===== src/sv/ips_pkg.sv =====
// Shared types, mode codes and arithmetic helpers of the inverter power sequencer.
package ips_pkg;

  localparam int TIMER_BITS = 24;
  localparam int REF_BITS   = 23;
  localparam int CFG_BITS   = 16;
  localparam int CFG_IDX_BITS = 4;
  localparam int MODE_BITS  = 4;
  localparam int DIR_BITS   = 2;
  localparam int IN_BYTES   = 13;
  localparam int OUT_BYTES  = 8;
  localparam int IN_PAD     = IN_BYTES * 8 - (16 * 4 + 7 + 2 * REF_BITS - 16);
  localparam int OUT_PAD    = OUT_BYTES * 8 - (MODE_BITS + 2 + 4 + DIR_BITS + 2 + 2 * REF_BITS);

  // Sequencer mode codes
  localparam logic [MODE_BITS-1:0] MODE_STANDBY   = 4'd0;
  localparam logic [MODE_BITS-1:0] MODE_PRECHARGE = 4'd1;
  localparam logic [MODE_BITS-1:0] MODE_READY     = 4'd2;
  localparam logic [MODE_BITS-1:0] MODE_SYNC      = 4'd3;
  localparam logic [MODE_BITS-1:0] MODE_INVERTER  = 4'd4;
  localparam logic [MODE_BITS-1:0] MODE_RECTIFIER = 4'd5;
  localparam logic [MODE_BITS-1:0] MODE_STOPPING  = 4'd6;
  localparam logic [MODE_BITS-1:0] MODE_FAULT     = 4'd7;
  localparam logic [MODE_BITS-1:0] MODE_EMERGENCY = 4'd8;

  // Power direction codes
  localparam logic [DIR_BITS-1:0] DIR_IDLE = 2'd0;
  localparam logic [DIR_BITS-1:0] DIR_INV  = 2'd1;
  localparam logic [DIR_BITS-1:0] DIR_REC  = 2'd2;

  // Configuration register indexes
  localparam logic [CFG_IDX_BITS-1:0] REG_DC_PRESENT_THR = 4'd0;
  localparam logic [CFG_IDX_BITS-1:0] REG_PRECHARGE_TO   = 4'd1;
  localparam logic [CFG_IDX_BITS-1:0] REG_GRID_SYNC_TO   = 4'd2;
  localparam logic [CFG_IDX_BITS-1:0] REG_STOP_POWER_THR = 4'd3;

  // 0.9 in Q15
  localparam logic [14:0] DECAY_Q15 = 15'd29491;

  typedef struct packed {
    logic [CFG_BITS-1:0] dc_present_threshold;
    logic [CFG_BITS-1:0] precharge_timeout;
    logic [CFG_BITS-1:0] grid_sync_timeout;
    logic [CFG_BITS-1:0] stop_power_threshold;
  } ips_cfg_t;

  // Input beat layout, lowest field last
  typedef struct packed {
    logic [IN_PAD-1:0]          pad;
    logic signed [REF_BITS-1:0] reactive_power_ref;
    logic signed [REF_BITS-1:0] active_power_ref;
    logic                       pll_lock;
    logic                       grid_ok;
    logic [15:0]                battery_voltage;
    logic [15:0]                dc_voltage;
    logic                       fault_reset;
    logic                       fast_trip;
    logic                       slow_fault;
    logic                       enable_request;
    logic                       estop_active;
    logic [15:0]                elapsed_ms;
  } ips_in_t;

  // Result beat layout, lowest field last
  typedef struct packed {
    logic [OUT_PAD-1:0]         pad;
    logic signed [REF_BITS-1:0] reactive_ref_out;
    logic signed [REF_BITS-1:0] active_ref_out;
    logic                       control_reset_pulse;
    logic                       pll_reset_pulse;
    logic [DIR_BITS-1:0]        power_direction;
    logic                       pwm_enable;
    logic                       grid_relay;
    logic                       main_relay;
    logic                       precharge_relay;
    logic [1:0]                 fault_bits;
    logic [MODE_BITS-1:0]       mode_code;
  } ips_out_t;

  typedef struct packed {
    logic [MODE_BITS-1:0]       mode;
    logic [TIMER_BITS-1:0]      timer;
    logic                       estop_latch;
    logic                       pfail_latch;
    logic                       rly_pre;
    logic                       rly_main;
    logic                       rly_grid;
    logic                       pwm_on;
    logic [DIR_BITS-1:0]        dir;
    logic signed [REF_BITS-1:0] ramp_p;
    logic signed [REF_BITS-1:0] ramp_q;
  } ips_state_t;

  function automatic logic [REF_BITS-1:0] ref_mag(input logic signed [REF_BITS-1:0] x);
    ref_mag = x[REF_BITS-1] ? REF_BITS'(-x) : REF_BITS'(x);
  endfunction

  // Scale by 0.9 with the magnitude truncated, so the value reaches zero
  function automatic logic signed [REF_BITS-1:0] ref_decay(
      input logic signed [REF_BITS-1:0] x);
    logic [REF_BITS-1:0]    mag;
    logic [REF_BITS+14:0]   prod;
    logic [REF_BITS-1:0]    m;
    mag  = ref_mag(x);
    prod = (REF_BITS+15)'(mag) * (REF_BITS+15)'(DECAY_Q15);
    m    = prod[REF_BITS+14:15];
    ref_decay = x[REF_BITS-1] ? $signed(REF_BITS'(-m)) : $signed(m);
  endfunction

  // Saturating timer advance
  function automatic logic [TIMER_BITS-1:0] timer_add(input logic [TIMER_BITS-1:0] t,
                                                      input logic [15:0] ms);
    logic [TIMER_BITS:0] sum;
    sum = (TIMER_BITS+1)'(t) + (TIMER_BITS+1)'(ms);
    timer_add = sum[TIMER_BITS] ? {TIMER_BITS{1'b1}} : sum[TIMER_BITS-1:0];
  endfunction

endpackage


===== src/sv/ips_cfg.sv =====
// Configuration register file of the inverter power sequencer.
module ips_cfg
  import ips_pkg::*;
(
  input  logic                    clk_i,
  input  logic                    rst_ni,
  input  logic                    cfg_we_i,
  input  logic [CFG_IDX_BITS-1:0] cfg_idx_i,
  input  logic [CFG_BITS-1:0]     cfg_wdata_i,
  output ips_cfg_t                cfg_o
);

  ips_cfg_t cfg_q, cfg_d;

  always_comb begin
    cfg_d = cfg_q;
    if (cfg_we_i) begin
      case (cfg_idx_i)
        REG_DC_PRESENT_THR: cfg_d.dc_present_threshold = cfg_wdata_i;
        REG_PRECHARGE_TO:   cfg_d.precharge_timeout    = cfg_wdata_i;
        REG_GRID_SYNC_TO:   cfg_d.grid_sync_timeout    = cfg_wdata_i;
        REG_STOP_POWER_THR: cfg_d.stop_power_threshold = cfg_wdata_i;
        default:            cfg_d = cfg_q;
      endcase
    end
  end

  always_ff @(posedge clk_i or negedge rst_ni) begin
    if (!rst_ni) begin
      cfg_q.dc_present_threshold <= 16'd2500;
      cfg_q.precharge_timeout    <= 16'd5000;
      cfg_q.grid_sync_timeout    <= 16'd2000;
      cfg_q.stop_power_threshold <= 16'd100;
    end else begin
      cfg_q <= cfg_d;
    end
  end

  assign cfg_o = cfg_q;

endmodule


===== src/sv/ips_step.sv =====
// Next-state and result logic for one supervision tick.
module ips_step
  import ips_pkg::*;
(
  input  ips_state_t st_i,
  input  ips_cfg_t   cfg_i,
  input  ips_in_t    item_i,
  output ips_state_t st_o,
  output ips_out_t   res_o
);

  ips_state_t          nxt;
  logic                any_fault;
  logic                ramped;
  logic                pll_p;
  logic                ctl_p;
  logic                pref_neg;
  logic                pre_done;
  logic [20:0]         vdc_x20;
  logic [20:0]         vbat_x19;
  logic [TIMER_BITS-1:0] tim_adv;
  logic signed [REF_BITS-1:0] dec_p;
  logic signed [REF_BITS-1:0] dec_q;

  assign vdc_x20  = 21'(item_i.dc_voltage) * 21'd20;
  assign vbat_x19 = 21'(item_i.battery_voltage) * 21'd19;
  assign pre_done = vdc_x20 >= vbat_x19;
  assign pref_neg = item_i.active_power_ref[REF_BITS-1];
  assign tim_adv  = timer_add(st_i.timer, item_i.elapsed_ms);
  assign dec_p    = ref_decay(st_i.ramp_p);
  assign dec_q    = ref_decay(st_i.ramp_q);

  always_comb begin
    nxt       = st_i;
    ramped    = 1'b0;
    pll_p     = 1'b0;
    ctl_p     = 1'b0;
    any_fault = 1'b0;

    if (item_i.fault_reset) begin
      nxt.pfail_latch = 1'b0;
    end

    if (item_i.estop_active) begin
      nxt.estop_latch = 1'b1;
      nxt.mode        = MODE_EMERGENCY;
      nxt.pwm_on      = 1'b0;
      nxt.rly_pre     = 1'b0;
      nxt.rly_main    = 1'b0;
      nxt.rly_grid    = 1'b0;
    end else begin
      if (item_i.fast_trip && st_i.mode != MODE_EMERGENCY) begin
        nxt.pwm_on = 1'b0;
        nxt.mode   = MODE_FAULT;
      end
      any_fault = item_i.slow_fault | item_i.fast_trip | nxt.estop_latch | nxt.pfail_latch;

      case (nxt.mode)
        MODE_STANDBY: begin
          if (item_i.enable_request && !any_fault &&
              item_i.dc_voltage > cfg_i.dc_present_threshold) begin
            nxt.mode    = MODE_PRECHARGE;
            nxt.timer   = '0;
            nxt.rly_pre = 1'b1;
          end
        end
        MODE_PRECHARGE: begin
          nxt.timer = tim_adv;
          if (pre_done) begin
            nxt.rly_main = 1'b1;
            nxt.rly_pre  = 1'b0;
            nxt.mode     = MODE_READY;
            nxt.timer    = '0;
          end else if (tim_adv > TIMER_BITS'(cfg_i.precharge_timeout)) begin
            nxt.pfail_latch = 1'b1;
            nxt.mode        = MODE_FAULT;
            nxt.rly_pre     = 1'b0;
          end
        end
        MODE_READY: begin
          if (!item_i.enable_request) begin
            nxt.mode = MODE_STOPPING;
          end else if (item_i.grid_ok) begin
            nxt.mode  = MODE_SYNC;
            nxt.timer = '0;
            pll_p     = 1'b1;
          end
        end
        MODE_SYNC: begin
          nxt.timer = tim_adv;
          if (item_i.pll_lock) begin
            ctl_p        = 1'b1;
            nxt.pwm_on   = 1'b1;
            nxt.rly_grid = 1'b1;
            if (!pref_neg) begin
              nxt.mode = MODE_INVERTER;
              nxt.dir  = DIR_INV;
            end else begin
              nxt.mode = MODE_RECTIFIER;
              nxt.dir  = DIR_REC;
            end
          end else if (tim_adv > TIMER_BITS'(cfg_i.grid_sync_timeout)) begin
            nxt.mode = MODE_READY;
          end
        end
        MODE_INVERTER, MODE_RECTIFIER: begin
          // Leaving for stopping wins over a direction change
          if (!item_i.enable_request || any_fault) begin
            nxt.mode = MODE_STOPPING;
          end else if (nxt.mode == MODE_INVERTER && pref_neg) begin
            nxt.mode = MODE_RECTIFIER;
            nxt.dir  = DIR_REC;
          end else if (nxt.mode == MODE_RECTIFIER && !pref_neg) begin
            nxt.mode = MODE_INVERTER;
            nxt.dir  = DIR_INV;
          end
        end
        MODE_STOPPING: begin
          nxt.ramp_p = dec_p;
          nxt.ramp_q = dec_q;
          ramped     = 1'b1;
          if (ref_mag(dec_p) < REF_BITS'(cfg_i.stop_power_threshold)) begin
            nxt.pwm_on   = 1'b0;
            nxt.rly_grid = 1'b0;
            nxt.dir      = DIR_IDLE;
            nxt.mode     = MODE_READY;
          end
        end
        MODE_FAULT: begin
          nxt.pwm_on   = 1'b0;
          nxt.rly_grid = 1'b0;
          nxt.rly_main = 1'b0;
          nxt.dir      = DIR_IDLE;
          if (!any_fault && !item_i.enable_request) begin
            nxt.mode = MODE_STANDBY;
          end
        end
        MODE_EMERGENCY: begin
          nxt.pwm_on      = 1'b0;
          nxt.rly_pre     = 1'b0;
          nxt.rly_main    = 1'b0;
          nxt.rly_grid    = 1'b0;
          nxt.estop_latch = 1'b0;
          nxt.mode        = MODE_STANDBY;
        end
        default: begin
          nxt.mode = MODE_FAULT;
        end
      endcase
    end

    if (!ramped) begin
      nxt.ramp_p = item_i.active_power_ref;
      nxt.ramp_q = item_i.reactive_power_ref;
    end
  end

  assign st_o = nxt;

  always_comb begin
    res_o                     = '0;
    res_o.mode_code           = nxt.mode;
    res_o.fault_bits          = {nxt.pfail_latch, nxt.estop_latch};
    res_o.precharge_relay     = nxt.rly_pre;
    res_o.main_relay          = nxt.rly_main;
    res_o.grid_relay          = nxt.rly_grid;
    res_o.pwm_enable          = nxt.pwm_on;
    res_o.power_direction     = nxt.dir;
    res_o.pll_reset_pulse     = pll_p;
    res_o.control_reset_pulse = ctl_p;
    res_o.active_ref_out      = nxt.ramp_p;
    res_o.reactive_ref_out    = nxt.ramp_q;
  end

endmodule


===== src/sv/inverter_power_sequencer_top.sv =====
// Top level of the inverter power sequencer: beat registers, state and handshake.
//
// One input beat is one tick of the slow supervision loop; one result beat comes
// back for every tick. A beat is taken into an input register, the sequencer
// step runs as one short pass of logic from that register and the sequencer
// state, and the result lands in an output register. A new tick is accepted every
// cycle while the input register is not full behind a waiting result. The state
// (mode, saturating phase timer, latched e-stop and precharge-failure bits,
// relay and PWM drives, direction, ramped references) advances only when a tick
// moves from the input register to the output register, which happens whenever
// the output register is empty or its beat is being taken. While a result waits
// downstream the input register still takes one more beat before the input
// side stalls. The only arithmetic in the pass is two 23 x 15 bit multiplies for
// the 0.9 stopping ramp of both references, two narrow constant multiplies for
// the 0.95 precharge check and a saturating 24-bit add. Configuration registers
// are written through the plain write port and should only be changed while no
// tick is in flight.
module inverter_power_sequencer_top
  import ips_pkg::*;
(
  input  logic                    clk_i,
  input  logic                    rst_ni,
  // Input beat, from bit 0 up: elapsed_ms[15:0], estop_active, enable_request,
  // slow_fault, fast_trip, fault_reset, dc_voltage[15:0], battery_voltage[15:0],
  // grid_ok, pll_lock, active_power_ref[22:0], reactive_power_ref[22:0], zero pad
  input  logic                    s_axis_tvalid_i,
  output logic                    s_axis_tready_o,
  input  logic [IN_BYTES*8-1:0]   s_axis_tdata_i,
  // Result beat, from bit 0 up: mode_code[3:0], fault_bits[1:0], precharge_relay,
  // main_relay, grid_relay, pwm_enable, power_direction[1:0], pll_reset_pulse,
  // control_reset_pulse, active_ref_out[22:0], reactive_ref_out[22:0], zero pad
  output logic                    m_axis_tvalid_o,
  input  logic                    m_axis_tready_i,
  output logic [OUT_BYTES*8-1:0]  m_axis_tdata_o,
  // Configuration write port
  input  logic                    cfg_we_i,
  input  logic [CFG_IDX_BITS-1:0] cfg_idx_i,
  input  logic [CFG_BITS-1:0]     cfg_wdata_i
);

  ips_cfg_t   cfg;
  ips_in_t    in_q;
  logic       in_vld_q;
  ips_out_t   out_q;
  ips_out_t   res;
  logic       out_vld_q;
  ips_state_t st_q, st_d;
  logic       advance;
  logic       in_take;

  // Move a tick forward when the result slot is free or being emptied
  assign advance         = in_vld_q && (!out_vld_q || m_axis_tready_i);
  assign s_axis_tready_o = !in_vld_q || advance;
  assign in_take         = s_axis_tvalid_i && s_axis_tready_o;

  ips_cfg u_cfg (
    .clk_i       (clk_i),
    .rst_ni      (rst_ni),
    .cfg_we_i    (cfg_we_i),
    .cfg_idx_i   (cfg_idx_i),
    .cfg_wdata_i (cfg_wdata_i),
    .cfg_o       (cfg)
  );

  ips_step u_step (
    .st_i   (st_q),
    .cfg_i  (cfg),
    .item_i (in_q),
    .st_o   (st_d),
    .res_o  (res)
  );

  // Input register: hold the beat until it advances
  always_ff @(posedge clk_i or negedge rst_ni) begin
    if (!rst_ni) begin
      in_vld_q <= 1'b0;
    end else if (s_axis_tready_o) begin
      in_vld_q <= s_axis_tvalid_i;
    end
  end

  always_ff @(posedge clk_i) begin
    if (in_take) begin
      in_q <= ips_in_t'(s_axis_tdata_i);
    end
  end

  // Sequencer state: advance once per tick
  always_ff @(posedge clk_i or negedge rst_ni) begin
    if (!rst_ni) begin
      st_q.mode        <= MODE_STANDBY;
      st_q.timer       <= '0;
      st_q.estop_latch <= 1'b0;
      st_q.pfail_latch <= 1'b0;
      st_q.rly_pre     <= 1'b0;
      st_q.rly_main    <= 1'b0;
      st_q.rly_grid    <= 1'b0;
      st_q.pwm_on      <= 1'b0;
      st_q.dir         <= DIR_IDLE;
      st_q.ramp_p      <= '0;
      st_q.ramp_q      <= '0;
    end else if (advance) begin
      st_q <= st_d;
    end
  end

  // Output register: drop valid once the beat is taken
  always_ff @(posedge clk_i or negedge rst_ni) begin
    if (!rst_ni) begin
      out_vld_q <= 1'b0;
    end else if (advance) begin
      out_vld_q <= 1'b1;
    end else if (m_axis_tready_i) begin
      out_vld_q <= 1'b0;
    end
  end

  always_ff @(posedge clk_i) begin
    if (advance) begin
      out_q <= res;
    end
  end

  assign m_axis_tvalid_o = out_vld_q;
  assign m_axis_tdata_o  = out_q;

  // PWM only runs with the grid contactor closed
  a_pwm_needs_grid: assert property (@(posedge clk_i) disable iff (!rst_ni)
    st_q.pwm_on |-> st_q.rly_grid)
    else $error("PWM enabled with grid relay open");

  // Precharge and main contactors are never closed together
  a_pre_main_excl: assert property (@(posedge clk_i) disable iff (!rst_ni)
    !(st_q.rly_pre && st_q.rly_main))
    else $error("precharge and main relay closed together");

  // Emergency holds everything open and off
  a_emergency_safe: assert property (@(posedge clk_i) disable iff (!rst_ni)
    (st_q.mode == MODE_EMERGENCY) |->
      (!st_q.pwm_on && !st_q.rly_pre && !st_q.rly_main && !st_q.rly_grid))
    else $error("emergency with a drive still active");

  // A PLL reset request only accompanies entry into sync
  a_pll_pulse_sync: assert property (@(posedge clk_i) disable iff (!rst_ni)
    (out_vld_q && out_q.pll_reset_pulse) |-> (out_q.mode_code == MODE_SYNC))
    else $error("PLL reset pulse outside sync entry");

  // A control reset request only accompanies entry into run
  a_ctl_pulse_run: assert property (@(posedge clk_i) disable iff (!rst_ni)
    (out_vld_q && out_q.control_reset_pulse) |->
      (out_q.mode_code == MODE_INVERTER || out_q.mode_code == MODE_RECTIFIER))
    else $error("control reset pulse outside run entry");

endmodule

===== config.mk =====
export PLATFORM = sky130hd
export DESIGN_NAME = inverter_power_sequencer_top
export DESIGN_NICKNAME = d
export VERILOG_FILES = /design/src/sv/ips_pkg.sv /design/src/sv/ips_cfg.sv /design/src/sv/ips_step.sv /design/src/sv/inverter_power_sequencer_top.sv
export SDC_FILE = /design/constraint.sdc
export NUM_CORES = 2
export LEC_CHECK = 0
export BUFFER_PORTS_ARGS = -buffer_cell sky130_fd_sc_hd__buf_2
export CAP_MARGIN = 10
export CORE_MARGIN = 1.5
export CORE_UTILIZATION = 39
export CTS_CLUSTER_DIAMETER = 200
export CTS_CLUSTER_SIZE = 40
export DETAILED_ROUTE_END_ITERATION = 10
export GPL_ROUTABILITY_DRIVEN = 0
export PLACE_DENSITY_LB_ADDON = 0.05
export SETUP_SLACK_MARGIN = 0.02
export SYNTH_ARGS = -nofsm -noshare
export SYNTH_HDL_FRONTEND = slang
export SYNTH_SLANG_ARGS = --single-unit

===== constraint.sdc =====
create_clock -name clk_i -period 10.95 [get_ports clk_i]
set_input_delay 2.19 -clock clk_i [delete_from_list [all_inputs] [get_ports clk_i]]
set_output_delay 2.19 -clock clk_i [all_outputs]
set_load 0.005 [all_outputs]

==> summary.md <==
| Metric | Value |
|---|---|
| Run status | `finished with violations` |
| Failing checks | `design-rule violations` |
| Number of vias per cell | `5.174` |
| Clk sinks | `309` |
| CTS clk-pin slew, worst paths | `0.15 ns` |
| Ys async rst share | `47.90%` |
| Register area share after synthesis | `26.89%` |
| Required time of the critical path | `11.29 ns` |
| Number of port buffers | `187` |
| Area of the core | `80680 sq um` |
| Post-synthesis sequential element count | `309` |
| Wirelength per Cell | `18.43 microns` |
| Post-synthesis cell count | `3260` |
| Setup repair after global routing missed its margin | `true` |
| Post-route cell area | `37010 sq um` |
| H-tree depth | `1` |
| Via Count | `24540` |
| Average cell area after synthesis | `9.766 sq um` |
| Ys Warns | `0` |
| Final setup violation count | `0` |
| Largest family of logic cells by synthesized area | `adder cells` |
| Die Outline Area | `83360 sq um` |
| Critical Path Max Stage Delay | `0.55 ns` |
| Kind of capture point of the worst setup path | `register` |
| Xor and xnor fraction of the mapped netlist area | `5.117%` |
| Achievable clock frequency | `0.09267 GHz` |
| Initial antenna violation count | `9` |
| Signed area change from the synthesized netlist to the final layout | `16.25%` |
| Count of buffering cells on the critical path with inverters included | `6` |
| Die Wd | `288.7 microns` |
| Mux share of post-synthesis cell area | `2.193%` |
| Final setup skew | `0.02705 ns` |
| Adder and majority gate portion of the synthesized area | `34.44%` |
| Initial Util | `39.46%` |
| Share of the clock period used by the worst path | `98.55%` |
| Y dimension of the die | `288.7 microns` |
| Fraction of layout instances using a drive strength above 1 | `19.61%` |
| Synth Area in Simple Gates | `11.25%` |
| Post-placement cell area | `35950 sq um` |
| Nature of the critical path startpoint | `register` |
| Worst slew margin | `26.79%` |
| Netlist area before placement | `31840 sq um` |
| Number of max-slew violations in the final report | `0` |
| Number of buffers between clock root and the deepest sink | `3` |
| Standard cell with the maximum stage delay on the critical path | `fa_1` |
| Arrival time at the worst endpoint | `11.13 ns` |
| Number of nets with antenna violations after detailed routing | `0` |
| First-pass GRT wire length | `140000 microns` |
| Master cell of the clock root buffer | `clkbuf_16` |
| Dominant delay contributor by cell family on the critical path | `adder cells` |
| Critical-path maximum fanout | `8` |
| Compound-gate portion of the synthesized area | `12.64%` |
| Worst setup path category | `register to register` |
| Largest net degree at the start of global routing | `74` |
| Iter 0 DRT Violations | `1290` |
| Number of buffers inserted during clock tree synthesis | `12` |
| Total overflow reported by the global router | `0` |
| Total number of placement rows | `104` |
| Worst hold slack | `0.4942 ns` |
| Number of top-level design ports | `195` |
| HPWL after DPL | `71940 microns` |
| Clock period minus worst slack | `10.79 ns` |
| Via count of the first global-routing pass | `25680` |
| Final cell count without fillers | `4742` |
| Dominant register cell in the synthesized netlist | `edfxtp_1` |
| Worst min path class | `register to register` |
| Clk Latency, worst-skew pair | `0.57 ns` |
| Total count of hold-check failures in the final report | `0` |
| TritonCTS clock tree | `built` |
| DRC viols | `16` |
| Post-Route Utilization | `45.87%` |
| Filler instances | `7841` |
| Initial DRT Pass Iterations | `8` |
| Most frequent cell on the critical path | `fa_1` |
| MaxCap Viol Count | `0` |
| Number of placed cells counting well taps | `4702` |
| Total length of routed wires | `87410 microns` |
| Number of synthesized flops with an enable pin | `161` |
| Number of library cell types mapped by synthesis | `91` |
| Final layout net count | `4516` |
| Slew at the pin closest to its max-slew limit | `1.087 ns` |
| Aggregate global-route resource usage | `21.39%` |
## cells by family after synthesis
family          count (synthesis)
flops                         309
simple gates                  741
buf+inv                       622
other cells                     1
compound gates                626
fa+ha+maj                     712
xor+xnor                      186
mux                            63
## synth_stat cells (32+ instances only)
library cell	count	area (sq um)
dfrtp_1	129	3228
nand2_1	295	1107
a21oi_1	136	680.7
nand3_1	47	235.2
xnor2_1	128	1121
ha_1	438	5480
edfxtp_1	161	4835
o21ai_0	191	955.9
mux2_2	54	608.1
nor3_1	52	260.3
xor2_1	58	508.0
inv_1	536	2012
a21o_1	53	397.9
nand4_1	32	200.2
clkbuf_1	66	247.7
nor2_1	132	495.5
fa_1	274	5485
## per-stage QoR
stage / setup WS [ns] / TNS (ns)
floorplan: 0.02689 / 0
global placement: -0.3858 / -2.903
detailed placement: -0.3289 / -2.380
CTS: 0.02151 / 0
global route: -0.3762 / -3.191
finish: 0.1591 / 0
## layer usage
layer  share of wire (%)  global-route usage, %
met1                  47                  29.74
met2                  46                  35.49
met3                 4.3                  2.733
met4                 2.4                  4.883
met5               0.070                      0
## final timing paths
| check | from | to | slack, ns | cells after the start |
|---|---|---|---|---|
| max | st_q[25] | m_axis_tdata_o[10] | 0.16 | 42 |
| max in group asynchronous | rst_ni | u_cfg.cfg_o[36] | 8.22 | 2 |
| min in group asynchronous | rst_ni | st_q[21] | 1.58 | 1 |
| max reg2reg | st_q[25] | m_axis_tdata_o[10] | 0.16 | 42 |
| min | st_q[52] | st_q[52] | 0.49 | 2 |
| min reg2reg | st_q[52] | st_q[52] | 0.49 | 2 |
## state kept, by name, indices dropped and copies added, names as in the netlist
signal,flops
m_axis_tdata_o,60
st_q,82
in_vld_q,1
in_q,101
u_cfg.cfg_o,64
m_axis_tvalid_o,1
## tightest hold or removal path: stages, from the launching register on
cell and delay (ns):
dfrtp_1 0.37, nand2_1 0.05, nand2_1 0.05
## cell type report
| cell class | instances | area (sq um) | share of cell area (%) |
|---|---|---|---|
| multi-input combinational | 2332 | 21510 | 58.13 |
| sequential | 309 | 8562 | 23.13 |
| timing repair buffer | 483 | 3187 | 8.611 |
| inverter | 537 | 2018 | 5.453 |
| tap | 1060 | 1326 | 3.584 |
| clock buffer | 17 | 340.3 | 0.9196 |
| clock inverter | 3 | 60.06 | 0.1623 |
| antenna | 1 | 2.502 | 0.006762 |
## what timing repair did
| item | CTS | global route |
|---|---|---|
| setup endpoints to repair | 10 | 10 |
| setup buffers | 8 | 11 |
| gates resized for setup | 39 | 80 |
| hold buffers | 0 | 0 |
| pin swaps | 34 | 46 |
## layout by cell type (no fill, tap or decap), types with 120 or more instances in the layout
cell	Yosys	routed
inv_1	536	523
buf_2	6	186
a21oi_1	136	123
ha_1	438	429
nand2_1	295	291
dfrtp_1	129	129
o21ai_0	191	176
edfxtp_1	161	161
fa_1	274	268
nor2_1	132	131
xnor2_1	128	120
buf_4	4	291
Power is left out: the tool's default activity adds up to more than one toggle a clock period on the data nets, which glitch-free logic cannot reach.
